[config.mk]
export PLATFORM = sky130hd
export DESIGN_NAME = mmbd_decode
export DESIGN_NICKNAME = d
export VERILOG_FILES = /design/src/mmbd_pkg.sv /design/src/mmbd_decode.sv
export SDC_FILE = /design/constraint.sdc
export NUM_CORES = 1
export LEC_CHECK = 0
export BUFFER_PORTS_ARGS = -buffer_cell sky130_fd_sc_hd__buf_2
export CORE_AREA = 2 2 39 41
export DETAILED_ROUTE_END_ITERATION = 6
export DIE_AREA = 0 0 41 43
export GPL_ROUTABILITY_DRIVEN = 1
export MAX_ROUTING_LAYER = met4
export PLACE_DENSITY = 0.55
export SLEW_MARGIN = 20
export SYNTH_ARGS = -nofsm -noshare
export SYNTH_HDL_FRONTEND = slang
export SYNTH_SLANG_ARGS = --single-unit
[constraint.sdc]
create_clock -name vclk -period 0.82
set_input_delay 0.082 -clock vclk [all_inputs]
set_output_delay 0.082 -clock vclk [all_outputs]
set_load 0.02 [all_outputs]
[src/mmbd_pkg.sv]
// Shared types and constants for the memory map bus decoder.
// No dependencies; every file but mmbd_ram imports this package.
package mmbd_pkg;

   // Store depths of the address map
   localparam int unsigned ROM_DEPTH  = 16384;
   localparam int unsigned VRAM_DEPTH = 8192;
   localparam int unsigned WRAM_DEPTH = 8192;
   localparam int unsigned OAM_DEPTH  = 160;
   localparam int unsigned IO_DEPTH   = 128;
   localparam int unsigned HRAM_DEPTH = 127;

   localparam int unsigned ADDR_W   = 16;
   localparam int unsigned BYTE_W   = 8;
   localparam int unsigned INDEX_W  = 14;
   localparam int unsigned REGION_W = 4;

   // Region codes
   localparam logic [REGION_W-1:0] REGION_NONE = 4'd0;
   localparam logic [REGION_W-1:0] REGION_ROM0 = 4'd1;
   localparam logic [REGION_W-1:0] REGION_ROM1 = 4'd2;
   localparam logic [REGION_W-1:0] REGION_VRAM = 4'd3;
   localparam logic [REGION_W-1:0] REGION_WRAM = 4'd4;
   localparam logic [REGION_W-1:0] REGION_OAM  = 4'd5;
   localparam logic [REGION_W-1:0] REGION_IO   = 4'd6;
   localparam logic [REGION_W-1:0] REGION_HRAM = 4'd7;
   localparam logic [REGION_W-1:0] REGION_IE   = 4'd8;

   // Decoded access: which store and which entry in it
   typedef struct packed {
      logic [REGION_W-1:0] region;
      logic [INDEX_W-1:0]  index;
   } mmbd_sel_type;

endpackage

[src/mmbd_decode.sv]
// Address decoder: maps a 16-bit bus address onto a store and entry index.
// Depends on mmbd_pkg.
module mmbd_decode import mmbd_pkg::*; (
   input  logic [ADDR_W-1:0] address,
   output mmbd_sel_type      sel
);

   always_comb begin
      sel.index  = address[INDEX_W-1:0];
      sel.region = REGION_NONE;
      unique case (address[15:13])
         3'b000, 3'b001: sel.region = REGION_ROM0;
         3'b010, 3'b011: sel.region = REGION_ROM1;
         3'b100:         sel.region = REGION_VRAM;
         3'b101:         sel.region = REGION_NONE;
         3'b110:         sel.region = REGION_WRAM;
         3'b111: begin
            // echo mirror up to 0xfdff, then the top page regions
            priority if (address[12:9] != 4'hf) begin
               sel.region = REGION_WRAM;
            end else if (address[8] == 1'b0) begin
               sel.region = (address[7:0] < 8'ha0) ? REGION_OAM : REGION_NONE;
            end else if (address[7] == 1'b0) begin
               sel.region = REGION_IO;
            end else if (address[6:0] == 7'h7f) begin
               sel.region = REGION_IE;
            end else begin
               sel.region = REGION_HRAM;
            end
         end
         default: sel.region = REGION_NONE;
      endcase
   end

endmodule

==> metrics, run 1 <==
status=complete, but fails checks; failing checks=setup timing; n_diodes=0; Tightest Pin Transition=0.159 ns; Adder-Cell Fraction of Synth Area=0%; leakage=0.260 nW; final hold vios=0; most common cell after layout, fill and taps aside=buf_2; Finished Core Util=35.4%; CP Launch Point=address[5]; Fmax achieved=0.916 GHz; Boundary Pins=34; Worst Hold End=sel[1]; Mapped Area=244 um^2; share of cells above drive strength 1=81.8%; pin count of the biggest net entering global routing=5; relative slew slack=89.1%; PnR worst setup slack=-0.272 ns; HP Start=address[1]; number of max-cap violations=0; top cells by area, synth=buf_4, nand4_4, o21ai_0, and4_4, mux2i_1; Post-Syn Nets=50; die width=41 um; final-layout clock buffer total=0; Syn Area/Cell=7.18 um^2; first-pass GRT wire length=1.17 mm; mux contribution to synthesized area=4.10%; fin crit share=133%; Yosys top cell area share=43.1%; # rows=14; Finish-stage setup viols=4; Avg WL per Cell=9.40 um; post-synthesis cell type count=18; total number of vias=357; Vias/cell=4.35; initial antenna violation count=0; crit end category=output port; Tot GR Track Use=9.21%; post-synthesis xor/xnor area fraction=0%; drt pass-1 iters=1; total power=267 uW; Die Area=0.00176 mm^2; hold path cells=2; PD cells=546 mW/mm^2; vias in the first global route=333; dpl hpwl=667 um; hold_ws=0.376 ns; P_sw=135 uW; Sequential Power Share=0%; sequential element share of the synthesized area=0%; Post-Syn Instances=34; Sw Share=50.4%; drt drc=0; yosys warns=0; Setup CP Type=primary input to output port; FFs & Latches=0; min cycle time layout=1.09 ns; NumNets Final=84; Combinational Power Share=100.0%; storage element area=0 um^2; post-synthesis simple-gate area fraction=36.4%; antenna viol nets, final=0; Initial Utilization=17.6%; WL final=771 um; most frequent cells in the layout=buf_2, buf_4, buf_6; total grt overflow=0; cts hold-fix bufs=0; Layout fillers=148; RSZ-0062 raised after global routing=yes; WP data required=0.74 ns; routability-driven placement congestion ratio=0.638; Compound-Gate Fraction of Synth Area=14.9%; clock share of power=0%; Area Overhead vs Synth=101%; core area=0.00138 mm^2; HP Class=primary input to output port; most frequent cell after synthesis=buf_4; Critical Path AT=1.01 ns; Pint=132 uW; largest area contributor in the synthesized netlist=buf_4; CP Max Fanout=3; IO buf count=34; largest family of logic cells by synthesized area=buffers and inverters; crit start category=primary input; fin. max-slew vios=0; DRT iter0 DRCs=0; Worst VDD drop=0.186 mV; Synth top cells by count=buf_4, o21ai_0, nand2_1; Die Ht=43 um
-- cell families after synthesis --
family | count (synthesis)
AO/OA/AOI/OAI | 6
buffers and inverters | 15
multiplexers | 1
AND/OR/NAND/NOR | 12
-- final cells by class --
cell class	count	area [um^2]	area share, %
timing repair buffer	46	303	61.9
multi-input combinational	19	163	33.2
tap	16	20.0	4.09
inverter	1	3.75	0.767
-- power groups by stage --
stage               Combinational (mW)  Clock, mW  Sequential, mW
finish                           0.267          0               0
global placement                 0.236          0               0
detailed placement               0.238          0               0
CTS                              0.263          0               0
floorplan                        0.152          0               0
global route                     0.293          0               0
-- how the worst max path moves through the flow --
stage / end / slack (ns)
floorplan: sel[14] / -0.08
global placement: sel[14] / -0.29
detailed placement: sel[14] / -0.33
CTS: sel[14] / -0.30
global route: sel[14] / -0.36
finish: sel[14] / -0.27
-- metrics by stage --
stage / setup TNS (ns) / setup slack [ns] / instance area (um^2) / instances
floorplan: -0.166 / -0.0757 / 272 / 34
global placement: -0.949 / -0.292 / 432 / 80
detailed placement: -1.04 / -0.326 / 432 / 80
CTS: -0.959 / -0.298 / 475 / 81
global route: -1.33 / -0.364 / 489 / 82
finish: -0.843 / -0.272 / 489 / 82
-- worst max-delay path, stage by stage --
cell	delay, ns
buf_6	0.07
and4_1	0.18
nand4_1	0.13
nor3b_2	0.19
or2_4	0.22
buf_6	0.13
-- timing repair --
action,CTS,global route
gates resized for setup,9,1
setup buffers,1,1
setup endpoints to repair,4,4
pin swaps,5,2
-- layer usage --
layer | track usage [%] | wire length (um)
met5 | - | 0
met4 | 0 | 0
met3 | 0 | 122
met2 | 17.8 | 367
met1 | 10.4 | 281
Power figures use the tool's default switching activity.
==> inputs of run 2 (changes only) <==
--- a/config.mk
+++ b/config.mk
@@ -11,7 +11,7 @@
 export DIE_AREA = 0 0 41 43
 export GPL_ROUTABILITY_DRIVEN = 1
 export MAX_ROUTING_LAYER = met4
-export PLACE_DENSITY = 0.55
+export PLACE_DENSITY = 0.53
 export SLEW_MARGIN = 20
 export SYNTH_ARGS = -nofsm -noshare
 export SYNTH_HDL_FRONTEND = slang
==> constraint.sdc (replaced) <==
create_clock -name vclk -period 1.1
set_input_delay 0.11 -clock vclk [all_inputs]
set_output_delay 0.11 -clock vclk [all_outputs]
set_load 0.02 [all_outputs]
==> metrics, run 2 (same netlist as run 1, synthesis figures left out) <==
status=complete, but fails checks; failing checks=setup timing; relative slew slack=89.1% (about the same); hold_ws=0.431 ns (+0.0551 ns); P_sw=91.8 uW (-32%); CP Launch Point=address[5]; HP Class=primary input to output port; Fmax achieved=0.859 GHz; antenna viol nets, final=0 (unchanged); clock share of power=0% (unchanged); HP Start=address[0]; PnR worst setup slack=-0.0639 ns (+0.208 ns); Finish-stage setup viols=1 (-3); # rows=14 (unchanged); routability-driven placement congestion ratio=0.644 (+1.1%); cts hold-fix bufs=0 (unchanged); final hold vios=0 (unchanged); total number of vias=300 (-16%); Avg WL per Cell=9.31 um (-1.0%); leakage=0.208 nW (-20%); Initial Utilization=17.6% (unchanged); initial antenna violation count=0 (unchanged); drt drc=0 (unchanged); Combinational Power Share=100.0% (about the same); crit start category=primary input; Die Ht=43 um (unchanged); pin count of the biggest net entering global routing=7 (+2); die width=41 um (unchanged); Pint=70.8 uW (-47%); crit end category=output port; Tot GR Track Use=8.09% (-1.1 points); NumNets Final=74 (-12%); vias in the first global route=265 (-20%); CP Cell Sequence=buf_6, and4_1, nand4_1, nor3b_2, or2_1, buf_6; CP most frequent cell=buf_6; Worst path max stage delay=0.21 ns (about the same); Slowest cell on crit path=or2_1; Die Area=0.00176 mm^2 (unchanged); Boundary Pins=34 (unchanged); RSZ-0062 raised after global routing=yes; pre-CTS setup slack=-0.122 ns (+0.204 ns); CP Max Fanout=3 (unchanged); Area Overhead vs Synth=57.4%; hold path cells=2 (unchanged); Worst Hold End=sel[0]; final-layout clock buffer total=0 (unchanged); min cycle time layout=1.16 ns; postcts setup bufs=0 (-1); most frequent cells in the layout=buf_2, buf_6, nand2_1, o21ai_1, buf_4; fin. max-slew vios=0 (unchanged); IO buf count=34 (unchanged); fin crit share=106%; Setup CP Type=primary input to output port; Vias/cell=4.17 (-4.3%); multi-input logic area=144 um^2 (-12%); dpl hpwl=591 um (-11%); PD cells=423 mW/mm^2 (-22%); storage element area=0 um^2 (unchanged); Layout fillers=165 (+11%); total grt overflow=0 (unchanged); Sequential Power Share=0% (unchanged); total power=163 uW (-39%); first-pass GRT wire length=1.04 mm (-12%); WP data required=0.99 ns (+0.25 ns); drt pass-1 iters=3 (+2); Sw Share=56.4% (+6.0 points); FFs & Latches=0 (unchanged); Critical Path AT=1.05 ns (+0.04 ns); WL final=670 um (-13%); share of cells above drive strength 1=71.4% (-10 points); number of max-cap violations=0 (unchanged); core area=0.00138 mm^2 (unchanged); Finished Core Util=27.8% (-7.6 points); Worst VDD drop=0.135 mV (-27%); DRT iter0 DRCs=1 (+1); n_diodes=0 (unchanged); most common cell after layout, fill and taps aside=buf_2; Tightest Pin Transition=0.162 ns (+0.00337 ns)
-- run 2: worst max path at each step --
stage,endpoint,slack (ns),cells past startpoint
after floorplan,sel[15],0.003,4
after global placement,sel[16],-0.07,6
after detailed placement,sel[16],-0.12,6
after CTS,sel[14],-0.04,6
after global routing,sel[14],-0.14,6
final,sel[14],-0.06,6
-- run 2: cell type report --
cell class	count	share of cell area, %
Timing Repair Buffer	36	56.4
Multi-Input combinational cell	19	37.5
Tap cell	16	5.21
Inverter	1	0.977
-- run 2: stage by stage --
stage,setup TNS [ns],std cells,instance area (um^2)
2_1_floorplan,0,34,244
3_3_place_gp,-0.157,72,344
3_5_place_dp,-0.273,72,344
4_1_cts,-0.0560,72,374
5_1_grt,-0.327,72,384
6_report,-0.0639,72,384
-- run 2: power by group through the flow --
stage | registers [mW] | logic [mW] | clock network [mW]
detailed placement | 0 | 0.149 | 0
global route | 0 | 0.176 | 0
CTS | 0 | 0.160 | 0
global placement | 0 | 0.147 | 0
floorplan | 0 | 0.105 | 0
finish | 0 | 0.163 | 0
-- run 2: critical path, delay by kind of cell --
kind | cells | cell delay, ns
and+or+nand+nor | 4 | 0.73
buffers and inverters | 2 | 0.20
-- run 2: routing by layer --
metal	global-route usage [%]	up-vias	part of all wire [%]
met2	16.6	14	56
met3	0	0	8.4
li1	-	152	-
met5	-	-	0
met4	0	0	0
met1	8.23	134	36
-- run 2: what timing repair did --
item | 4_1_cts | 5_1_grt
pin swaps | 3 | 0
setup endpoints to repair | 3 | 3
cloned | 0 | 0
resized for setup | 7 | 3
